--- config.mk ---
export PLATFORM = sky130hd
export DESIGN_NAME = smav_seq
export DESIGN_NICKNAME = d
export VERILOG_FILES = /design/src/sv/smav_pkg.sv /design/src/sv/smav_seq.sv
export SDC_FILE = /design/constraint.sdc
export NUM_CORES = 1
export LEC_CHECK = 0
export BUFFER_PORTS_ARGS = -buffer_cell sky130_fd_sc_hd__buf_2
export CORE_AREA = 5 5 42 44
export DETAILED_ROUTE_END_ITERATION = 7
export DIE_AREA = 0 0 47 49
export GPL_TIMING_DRIVEN = 0
export PLACE_DENSITY = 0.48
export SLEW_MARGIN = 10
export SYNTH_ARGS = -nofsm -noshare
export SYNTH_HDL_FRONTEND = slang
export SYNTH_SLANG_ARGS = --single-unit
--- constraint.sdc ---
create_clock -name clk -period 2.4 [get_ports clk]
set_clock_uncertainty 0.05 [all_clocks]
set_input_delay 0.12 -clock clk [delete_from_list [all_inputs] [get_ports clk]]
set_output_delay 0.12 -clock clk [all_outputs]
set_load 0.02 [all_outputs]
--- src/sv/smav_pkg.sv ---
// Shared types, constants and helpers for the soil moisture valve decision block.
`timescale 1ns / 1ps

package smav_pkg;

  // Channel count default and field widths
  localparam int CHANNELS_DEF = 3;
  localparam int CAL_W        = 11;
  localparam int SAMPLE_W     = 10;
  localparam int CHAN_W       = 2;
  localparam int PCT_W        = 7;
  localparam int CFG_ADDR_W   = 3;
  localparam int CFG_DATA_W   = 11;

  // Reset values of the config registers
  localparam logic [CAL_W-1:0] FLOOR_RESET = 11'd200;
  localparam logic [CAL_W-1:0] CEIL_RESET  = 11'd1300;
  localparam logic [PCT_W-1:0] THR_RESET   = 7'd50;
  localparam int               THR_COUNT   = 3;

  // Percent scale
  localparam logic [PCT_W-1:0] PCT_SCALE = 7'd100;

  // Calibration reset values per channel; higher channels use the last entry
  localparam logic [CAL_W-1:0] LOW_RESET  [THR_COUNT] = '{11'd580, 11'd995, 11'd300};
  localparam logic [CAL_W-1:0] HIGH_RESET [THR_COUNT] = '{11'd1000, 11'd1023, 11'd600};

  // Config register indexes
  typedef enum logic [CFG_ADDR_W-1:0] {
    REG_FLOOR = 3'd0,
    REG_CEIL  = 3'd1,
    REG_THR0  = 3'd2,
    REG_THR1  = 3'd3,
    REG_THR2  = 3'd4
  } reg_idx_t;

  // Microcode operations, one per program step
  typedef enum logic [2:0] {
    OP_IDLE = 3'd0,
    OP_LOAD = 3'd1,
    OP_LOW  = 3'd2,
    OP_HIGH = 3'd3,
    OP_SPAN = 3'd4,
    OP_DIV  = 3'd5,
    OP_DEC  = 3'd6,
    OP_EMIT = 3'd7
  } op_t;

  // Datapath status seen by the sequencer's jump conditions
  typedef struct packed {
    logic no_in;   // no item taken this cycle
    logic skip;    // channel out of range or unavailable
    logic empty;   // calibration span is empty
    logic cnt_nz;  // divider iterations remain
    logic busy;    // result register still occupied
  } flags_t;

  // Input and result items
  typedef struct packed {
    logic [CHAN_W-1:0]   channel;
    logic [SAMPLE_W-1:0] sample;
    logic                available;
  } in_item_t;

  typedef struct packed {
    logic [CHAN_W-1:0] out_channel;
    logic [PCT_W-1:0]  moisture_percent;
    logic              valve_open;
    logic              valve_changed;
    logic              skipped;
  } out_item_t;

  // Calibration reset value lookups
  function automatic logic [CAL_W-1:0] low_reset(input int c);
    low_reset = LOW_RESET[(c < THR_COUNT) ? c : THR_COUNT - 1];
  endfunction

  function automatic logic [CAL_W-1:0] high_reset(input int c);
    high_reset = HIGH_RESET[(c < THR_COUNT) ? c : THR_COUNT - 1];
  endfunction

endpackage

--- src/sv/smav_seq.sv ---
// Microcode sequencer: step counter, program ROM and conditional jumps.
`timescale 1ns / 1ps

module smav_seq (
  input  logic             clk,
  input  logic             rst_n,
  input  smav_pkg::flags_t flags,
  output smav_pkg::op_t    op
);

  typedef enum logic [2:0] {
    C_NEVER = 3'd0,
    C_NO_IN = 3'd1,
    C_SKIP  = 3'd2,
    C_EMPTY = 3'd3,
    C_CNT   = 3'd4,
    C_BUSY  = 3'd5
  } cond_t;

  typedef struct packed {
    smav_pkg::op_t op;
    cond_t         cond;
    logic [2:0]    target;
  } uword_t;

  logic [2:0] pc_r, pc_nxt;
  uword_t     uw;
  logic       taken;

  // Program: taken jump goes to target, otherwise to the next step
  always_comb begin
    unique case (pc_r)
      3'd0:    uw = '{smav_pkg::OP_IDLE, C_NO_IN, 3'd0};  // wait for an item
      3'd1:    uw = '{smav_pkg::OP_LOAD, C_SKIP,  3'd7};  // fetch channel state
      3'd2:    uw = '{smav_pkg::OP_LOW,  C_NEVER, 3'd0};  // widen lower bound
      3'd3:    uw = '{smav_pkg::OP_HIGH, C_NEVER, 3'd0};  // widen upper bound, clamp
      3'd4:    uw = '{smav_pkg::OP_SPAN, C_EMPTY, 3'd6};  // numerator, span
      3'd5:    uw = '{smav_pkg::OP_DIV,  C_CNT,   3'd5};  // one quotient bit
      3'd6:    uw = '{smav_pkg::OP_DEC,  C_NEVER, 3'd0};  // valve decision
      default: uw = '{smav_pkg::OP_EMIT, C_BUSY,  3'd7};  // hand off result
    endcase
  end

  // Jump condition select
  always_comb begin
    unique case (uw.cond)
      C_NO_IN: taken = flags.no_in;
      C_SKIP:  taken = flags.skip;
      C_EMPTY: taken = flags.empty;
      C_CNT:   taken = flags.cnt_nz;
      C_BUSY:  taken = flags.busy;
      default: taken = 1'b0;
    endcase
  end

  // Last step wraps back to idle
  assign pc_nxt = taken ? uw.target : pc_r + 3'd1;
  assign op     = uw.op;

  always_ff @(posedge clk) begin
    if (!rst_n) begin
      pc_r <= 3'd0;
    end else begin
      pc_r <= pc_nxt;
    end
  end

endmodule

==> Word-level counts from Yosys, hierarchy flattened <==
Index checks and enable logic that the tools add are counted.
{ "classes": {"n_addsub": 1, "eq_ne": 11, "n_mux": 3, "reduce_logical": 1} }
{ "op_table": {"columns": ["operator", "n"], "rows": [
  ["9-bit case mux with 7 select lines", 1],
  ["3-bit equality test (second input constant)", 5],
  ["3-bit by 2-bit equality test with 1-bit output (second input constant)", 4],
  ["3-bit by 1-bit equality test with 1-bit output (second input constant)", 2],
  ["1-bit case mux with 5 select lines", 1],
  ["3-bit by 1-bit adder with 3-bit output (second input constant)", 1],
  ["3-bit logical NOT", 1],
  ["3-bit two-way mux", 1]
]} }
{ "word_totals": {"register_bits": 3, "inputBits": 7, "output_inout_bits": 3, "wordCells": 17} }

==> Depth between registers and ports, before layout <==
Gate-level depths: netlist (run 1).
{ "depth": {"ltp_word": 5, "ltp_mapped": 8, "mapped_depth_nobuf": 7} }

==> Worst setup path after synthesis (run 1) <==
OpenSTA, ideal clock, no wires.
{ "synth_timing": {"kind": "reg2reg", "startpoint": "register pc_r[0]", "endpoint": "register pc_r[0]", "setup_ns": 0.119, "t_arrival_ns": 1.601, "required_time_ns": 2.231, "slack_ns": 0.631, "path_stages_with_launch": 9, "path_buffers": 1, "synth_period_minus_slack_ns": 1.769, "path_cell_list": "dfxtp_1 -> inv_1 -> ha_1 -> buf_6 -> o21bai_1 -> a31oi_1 -> nand3_1 -> or2_1 -> o221a_1"} }
{ "synth_via": {"elab_chain_cells": 5, "elab_cells_between_ends": 16, "classes_between": "add/sub: 1; eq/ne: 11; mux: 3; reduce/logical: 1"} }
{ "synth_rtl": {"columns": ["element", "line_no", "text"], "rows": [
  ["start: declaration", "smav_seq.sv:26", "logic [2:0] pc_r, pc_nxt;"],
  ["start signal: assignment", "smav_seq.sv:64", "pc_r <= pc_nxt;"],
  ["3-bit equality test (tied with other cells)", "smav_seq.sv:32", "unique case (pc_r)"],
  ["9-bit case mux with 7 select lines", "smav_seq.sv:32", null],
  ["3-bit equality test (tied with other cells)", "smav_seq.sv:46", "unique case (uw.cond)"],
  ["1-bit case mux with 5 select lines", "smav_seq.sv:46", null],
  ["3-bit two-way mux (*)", "smav_seq.sv:57", "assign pc_nxt = taken ? uw.target : pc_r + 3'd1;"]
]} }
Mark *: on every way between the ends. The rest lies on a longest branch, timed or not.
A chain may end at the register's enable or synchronous reset.

==> Worst setup path in the final report (run 1) <==
{ "layout_timing": {"startpoint": "register pc_r[0]", "endpoint": "register pc_r[1]"} }
The elaborated chain is that of the path after synthesis.

==> results of run 1 <==
-- worst min-delay path by stage --
stage,startpoint,endpoint,depth (start not counted)
after global placement,rst_n,pc_r[2],3
after CTS,rst_n,pc_r[2],3
after detailed placement,rst_n,pc_r[2],3
final,rst_n,pc_r[2],3
after floorplan,rst_n,pc_r[2],2
after global routing,rst_n,pc_r[2],3
-- kinds of logic (layout without fill, tap and decap cells) --
family	Yosys count	in the layout	share of synthesized area, %
AND/OR/NAND/NOR	14	14	19.24
AO/OA/AOI/OAI	13	13	25.43
adder cells (fa/ha/maj)	7	7	24.05
buffers and inverters	6	19	8.934
flip-flops	3	3	16.50
multiplexers	2	2	5.842
-- worst reg2reg max path, stage by stage (launching register included) --
cell and delay [ps]:
dfxtp_1 370, inv_1 110, ha_1 220, buf_6 130, o21bai_1 140, a31oi_1 170
nand3_1 110, or2_1 250, o221a_1 240
-- stage by stage --
| step | hold slack, ps | cell area (µm²) | utilization (%) |
|---|---|---|---|
| finish | 86.92 | 455.4 | 32.50 |
| CTS | 85.21 | 455.4 | 32.50 |
| global route | 93.36 | 455.4 | 32.50 |
| detailed placement | 330.7 | 429.2 | 30.63 |
| global placement | 330.1 | 429.2 | 30.63 |
| floorplan | 186.2 | 364.1 | - |
-- layout by cell type (no fill, tap or decap), drive strengths merged --
cell type  instances
o21bai             1
ha                 7
inv                3
nor2               4
a22oi              1
dfxtp              3
nand3              3
a21oi              2
nor3               1
o221a              2
or2                1
mux2               1
nand2              3
clkbuf             4
buf               12
o21ai              4
nand4b             1
o311ai             1
nor4b              1
a31oi              2
mux2i              1
-- metal layers --
layer,part of all wire [%],track usage (%)
met1,47,10.02
met2,48,12.22
met3,5.0,4.428
met4,0,0
met5,0,0
-- report_power, final --
part           internal, W  leakage (nW)  total [W]  switching, W
Sequential       0.0000728        0.0250  0.0000875     0.0000147
Clock            0.0000622        0.0150  0.0000867     0.0000245
Combinational     0.000201         0.173   0.000496      0.000295
Total             0.000336         0.214   0.000670      0.000334
-- layout make-up --
type                       count  area, µm²
buffer                         3      21.27
clock buffer                   4      26.28
fill                         166      945.9
inverter                       3      11.26
multi-input combinational     36      271.5
sequential                     3      60.06
tap                           16      20.02
timing repair buffer           9      45.04
==> results_dict.tcl, run 1 <==
set metrics [dict create \
    grt_max_degree 10 \
    fin_crit_sh_pct 79.69 \
    reg2reg_slack_ps 490 \
    cp_top_family "compound AO/OA/AOI/OAI gates" \
    reg2reg_from "pc_r[0]" \
    dieArea_um2 2303 \
    post_cts_buffers 0 \
    finalHoldViolCount 0 \
    min_period_ps 1913 \
    vias 360 \
    clockBufferDepth 2 \
    ff2ff_path_depth 8 \
    synth-edff-count 0 \
    setup_viol 0 \
    max_freq_mhz 522.8 \
    setup.worst_path.start "pc_r[0]" \
    num_rows 14 \
    startpoint_type "flip-flop" \
    synth_top_area_share_pct 24.05 \
    ant_nets 0 \
    slew_violations 0 \
    synthCells 45 \
    hpwl_um 631.1 \
    worstReg2RegEnd "pc_r[1]" \
    largest_register_ff_count 3 \
    fin_ws_ps 487.4 \
    cts_buffers 3 \
    arrival_ps 1970 \
    grt_pass1_vias 332 \
    synth_common_cells "ha_1 (7), nor2_1 (4)" \
    cp_data_required_time_ps 2460 \
    core_area_um2 1401 \
    io_buffers 9 \
    drtIter0Drc 9 \
    reg.largest.list "pc_r (3)" \
    power_density_nw_per_um2 1472 \
    cap_viol_max_count 0 \
    wl_per_cell_um 10.34 \
    cts_tree "built" \
    die_y_um 49 \
    worst_slew_pin_slew_ps 331.7 \
    ys_seq_elements 3 \
    netlist_area_um2 364.1 \
    root_buffer "clkbuf_4" \
    dp_slack_ps 477.6 \
    routed_wirelength_um 765 \
    crit_path_end "pc_r[1]" \
    path_class "reg2reg" \
    viasPerCell 4.865 \
    async_flop_share_pct 0 \
    path_max_fanout 9 \
    stdcell_count 74 \
    grt_pass1_wl_um 1338 \
    yosys.area.top_type "ha_1" \
    synth_ff_type "dfxtp_1" \
    crit_path_cell_trace "inv_1 > ha_1 > buf_6 > o21bai_1 > a31oi_1 > nand3_1 > or2_1 > o221a_1" \
    synth_most_common_cell "ha_1" \
    drive_gt1_share_pct 29.31 \
    holdBufCountCts 0 \
    antenna_found_initial 0 \
    status "finished clean" \
    cp.buffers_inverters 2 \
    postCtsResizedCells 0 \
    io_pins 10 \
    cts.htree.levels 1 \
    hold_class "in2reg" \
    fin_tns_setup_ps 0 \
    grt.total_usage_pct 7.865 \
    design_power_total_w 0.0006705 \
    path_clk_slew_ps 40 \
    overflow 0 \
    drc 0 \
    ir_drop_mv 0.4368 \
    n_antenna_cell 0 \
    cts.sinks 3 \
    finalNetCount 73 \
    slowest_stage "dfxtp_1" \
    synthTopCellsByArea "ha_1 (24%), dfxtp_1 (16%), o221a_1 (6.2%), nand3_1 (4.1%), o21ai_0 (4.1%)" \
    rsz0062_at_grt "no" \
    syn_nets 59 \
    synth_cell_type_count 22 \
    syn_avg_cell_area_um2 8.091 \
    regMostFlops "pc_r" \
    cpPeakStageDelay_ps 370 \
    crit_cells 8 \
    ys_seq_area_share_pct 16.49 \
    crit_path_end_kind "flip-flop" \
    initial_core_util_pct 25.98 \
    timing.slew.headroom_pct 77.61 \
    place_congestion 0.7378 \
    yosysWarningCount 0 \
    clk_latency_ps 230 \
    drtPass1Iterations 4 \
    die_w_um 47 \
    syn_to_final_growth_pct 25.09 \
    placedCellCount 70 \
    leakage_nw 0.2135 \
]
(Power assumes the default switching activity.)
==> run 2: changes to the inputs <==
PLACE_DENSITY = 0.5   (was 0.48)
clock period = 1.7 ns   (was 2.4 ns; I/O delays follow)
==> results_dict.tcl, run 2 (synthesis results as in run 1) <==
set metrics [dict create \
    clockBufferDepth 2 \
    drtIter0Drc 0 \
    status "finished clean" \
    worst_slew_pin_slew_ps 330.9 \
    path_clk_slew_ps 40 \
    placedCellCount 70 \
    ir_drop_mv 0.6976 \
    reg.largest.list "pc_r (3)" \
    path_max_fanout 9 \
    final_common_cell "buf_2" \
    finalNetCount 75 \
    drive_gt1_share_pct 53.33 \
    finish.instance_area_um2 548.0 \
    largest_register_ff_count 3 \
    slowest_stage "dfxtp_4" \
    viasPerCell 4.895 \
    startpoint_type "flip-flop" \
    whs_ps 53.72 \
    vias 372 \
    reg2reg_slack_ps 20 \
    min_period_ps 1676 \
    setup_viol 0 \
    die_w_um 47 \
    cpPeakStageDelay_ps 360 \
    cts_buffers 3 \
    highest_layer "met3" \
    cts_tree "built" \
    drc 0 \
    path_class "reg2reg" \
    placed_area_um2 431.7 \
    hpwl_um 621.2 \
    syn_to_final_growth_pct 50.52 \
    max_freq_mhz 596.7 \
    wl_per_cell_um 11.28 \
    holdBufCountCts 0 \
    overflow 0 \
    wl_met2_um 404 \
    ant_nets 0 \
    power_density_nw_per_um2 2149 \
    io_buffers 9 \
    hold_class "in2reg" \
    wl_met1_um 415 \
    core_area_um2 1401 \
    root_buffer "clkbuf_4" \
    wl_met3_um 38 \
    multi_input_area_um2 327.8 \
    routed_wirelength_um 857 \
    fin_tns_setup_ps 0 \
    leakage_nw 0.2273 \
    fillerInstances 156 \
    cts.sinks 3 \
    grt_pass1_wl_um 1393 \
    io_pins 10 \
    stdcell_count 76 \
    cp_data_required_time_ps 1770 \
    num_rows 14 \
    slew_violations 0 \
    initial_core_util_pct 25.98 \
    dieArea_um2 2303 \
    antenna_found_initial 0 \
    crit_path_cell_trace "inv_4 > ha_4 > nor4b_2 > a31oi_1 > nand3_1 > or2_4 > o221a_1" \
    place_congestion 0.7673 \
    crit_path_end_kind "flip-flop" \
    seq_area_um2 67.56 \
    cap_viol_max_count 0 \
    finalHoldViolCount 0 \
    arrival_ps 1740 \
    die_y_um 49 \
    cts.htree.levels 1 \
    timing.slew.headroom_pct 77.66 \
    n_antenna_cell 0 \
    clk_latency_ps 230 \
    grt_max_degree 10 \
    fin_crit_sh_pct 98.58 \
    regMostFlops "pc_r" \
    rsz0062_at_grt "yes" \
    drtPass1Iterations 1 \
    grt_pass1_vias 368 \
    grt.total_usage_pct 7.871 \
]
## run 2: cell type report
cell class	instances	area share, %
Multi-Input combinational cell	36	59.82
Inverter	3	2.968
Tap cell	16	3.653
Sequential cell	3	12.33
Clock buffer	4	4.795
Timing Repair Buffer	13	14.38
Buffer	1	2.055
## run 2: stage by stage
| step | utilization [%] | worst slack (ps) | total power [W] |
|---|---|---|---|
| after floorplan | - | 5.917 | 0.0006779 |
| after global placement | 30.80 | -119.5 | 0.0008403 |
| after detailed placement | 30.80 | -131.2 | 0.0008392 |
| after CTS | 37.05 | 9.253 | 0.001100 |
| after global routing | 39.11 | -41.30 | 0.001292 |
| final | 39.11 | 24.06 | 0.001178 |
## run 2: final timing paths
check	depth (start not counted)	endpoint	from
worst max-delay path	7	pc_r[1]	pc_r[1]
worst min-delay path	3	pc_r[2]	rst_n
worst max register to register	7	pc_r[1]	pc_r[1]
worst min register to register	2	pc_r[0]	pc_r[0]
## run 2: worst max-delay path: cells and delay by family, from the launching register on
family / cells / cell delay, ps
simple gates: 3 / 560
fa+ha+maj: 1 / 190
buf+inv: 1 / 60
flops: 1 / 360
compound gates: 2 / 350
## run 2: what timing repair did
action                                  in CTS  in global routing
pin swaps                                    6                  5
resized for setup                           11                  9
endpoints found under the setup margin       3                  5
cloned                                       0                  0
setup buffers                                3                  1
## run 2: where the power goes
group	leakage (nW)	internal [W]	switching (W)	total, W
combinational	0.186	0.000426	0.000469	0.000895
clock	0.0150	0.0000881	0.0000387	0.000127
sequential	0.0261	0.000116	0.0000401	0.000156
total	0.227	0.000630	0.000548	0.00118
## run 2: layer usage
layer	global-route usage, %	vias up
li1	-	196
met1	9.607	170
met2	12.44	6
met3	4.428	0
met4	0.4608	0
met5	0	-
==> run 3: changes to the inputs <==
CELL_PAD_IN_SITES_DETAIL_PLACEMENT = 0   (was not set)
CELL_PAD_IN_SITES_GLOBAL_PLACEMENT = 2   (was not set)
CORE_AREA = not set   (was 5 5 42 44)
CORE_MARGIN = 5   (was not set)
CORE_UTILIZATION = 24   (was not set)
DIE_AREA = not set   (was 0 0 47 49)
PLACE_DENSITY = 0.7   (was 0.5)
==> results_dict.tcl, run 3 (synthesis results as in run 1) <==
set metrics [dict create \
    status "finished clean" \
    io_pins 10 \
    setup_viol 0 \
    ir_drop_mv 0.7909 \
    stdcell_count 80 \
    syn_to_final_growth_pct 62.89 \
    drtIter0Drc 10 \
    cts_tree "built" \
    drtPass1Iterations 2 \
    clockBufferDepth 2 \
    regMostFlops "pc_r" \
    crit_path_end_kind "flip-flop" \
    cts.htree.levels 1 \
    drive_gt1_share_pct 57.81 \
    whs_path_depth 3 \
    worstHoldStart "rst_n" \
    vias 404 \
    path_max_fanout 4 \
    placed_area_um2 431.7 \
    placedCellCount 70 \
    initial_core_util_pct 24.74 \
    overflow 0 \
    core_area_um2 1471 \
    die_y_um 48.95 \
    cp_data_required_time_ps 1770 \
    io_buffers 9 \
    n_antenna_cell 0 \
    finalHoldViolCount 0 \
    startpoint_type "flip-flop" \
    die_w_um 48.95 \
    dieArea_um2 2396 \
    wl_per_cell_um 11.98 \
    setup.worst_path.start "pc_r[0]" \
    timing.slew.headroom_pct 75.55 \
    leakage_nw 0.2511 \
    fin_tns_setup_ps 0 \
    hpwl_um 667.2 \
    worstReg2RegEnd "pc_r[1]" \
    root_buffer "clkbuf_4" \
    clk_latency_ps 230 \
    reg2reg_from "pc_r[0]" \
    place_congestion 0.7290 \
    fin_crit_sh_pct 97.02 \
    path_class "reg2reg" \
    num_rows 14 \
    rsz0062_at_grt "yes" \
    path_clk_slew_ps 40 \
    grt_pass1_vias 390 \
    reg.largest.list "pc_r (3)" \
    cts.sinks 3 \
    slew_violations 0 \
    reg2reg_slack_ps 50 \
    finish.instance_area_um2 593.1 \
    grt.total_usage_pct 8.422 \
    cts_buffers 3 \
    finalNetCount 79 \
    power_density_nw_per_um2 2182 \
    viasPerCell 5.050 \
    drc 0 \
    grt_max_degree 10 \
    ant_nets 0 \
    worst_slew_pin_slew_ps 362.2 \
    routed_wirelength_um 958 \
    ff2ff_path_depth 8 \
    antenna_found_initial 0 \
    min_period_ps 1649 \
    cap_viol_max_count 0 \
    hold_class "in2reg" \
    max_freq_mhz 606.3 \
    holdPathEnd "pc_r[2]" \
    largest_register_ff_count 3 \
    grt_pass1_wl_um 1621 \
    final_cell_mix "buf_4 (9), buf_2 (9)" \
    arrival_ps 1720 \
]
[run 3: timing repair]
item,in CTS,in global routing
setup endpoints to repair,3,4
endpoints found under the hold margin,0,0
setup buffers,5,3
gates resized for setup,12,10
hold buffers,0,0
pin swaps,5,5
[run 3: worst max-delay path by stage]
stage                    to  slack (ps)  cells after the start
floorplan           pc_r[0]           6                      8
global placement    pc_r[1]        -140                      8
detailed placement  pc_r[1]        -140                      8
CTS                 pc_r[1]         0.3                      7
global route        pc_r[1]         -50                      9
finish              pc_r[1]          50                      8
[run 3: cell type report]
| class | count | area [µm²] |
|---|---|---|
| Buffer | 1 | 7.507 |
| Clock buffer | 4 | 26.28 |
| Fill cell | 160 | 878.3 |
| Inverter | 3 | 21.27 |
| Multi-Input combinational cell | 36 | 345.3 |
| Sequential cell | 3 | 67.56 |
| Tap cell | 16 | 20.02 |
| Timing Repair Buffer | 17 | 105.1 |
[run 3: metal layers]
layer	wire, µm	up-vias	GRT usage (%)
li1	-	202	-
met4	0	0	1.345
met5	0	-	0
met2	468	9	13.48
met3	57	0	5.199
met1	431	193	9.619
[run 3: metrics by stage]
step / util (%) / hold WS (ps) / power (W) / setup WS [ps]
3_5_place_dp: 29.34 / 292.7 / 0.0008449 / -135.3
5_1_grt: 40.31 / 54.36 / 0.001419 / -50.58
2_1_floorplan: - / 151.2 / 0.0006779 / 5.917
3_3_place_gp: 29.34 / 297.2 / 0.0008553 / -139.0
4_1_cts: 36.39 / 45.41 / 0.001160 / 0.3250
6_report: 40.31 / 50.66 / 0.001294 / 50.66
[run 3: where the power goes]
group	total [W]	internal, W	switching (W)	leakage [nW]
logic	0.00101	0.000499	0.000508	0.210
registers	0.000160	0.000116	0.0000441	0.0261
clock network	0.000127	0.0000881	0.0000389	0.0150
total	0.00129	0.000703	0.000591	0.251
[run 3: critical path: stages, from the launching register on]
cell	delay (ps)
dfxtp_4	360
ha_1	200
ha_2	200
nor2_4	120
nand2_1	80
nand3_1	100
buf_4	120
a21oi_2	50
o221a_1	240
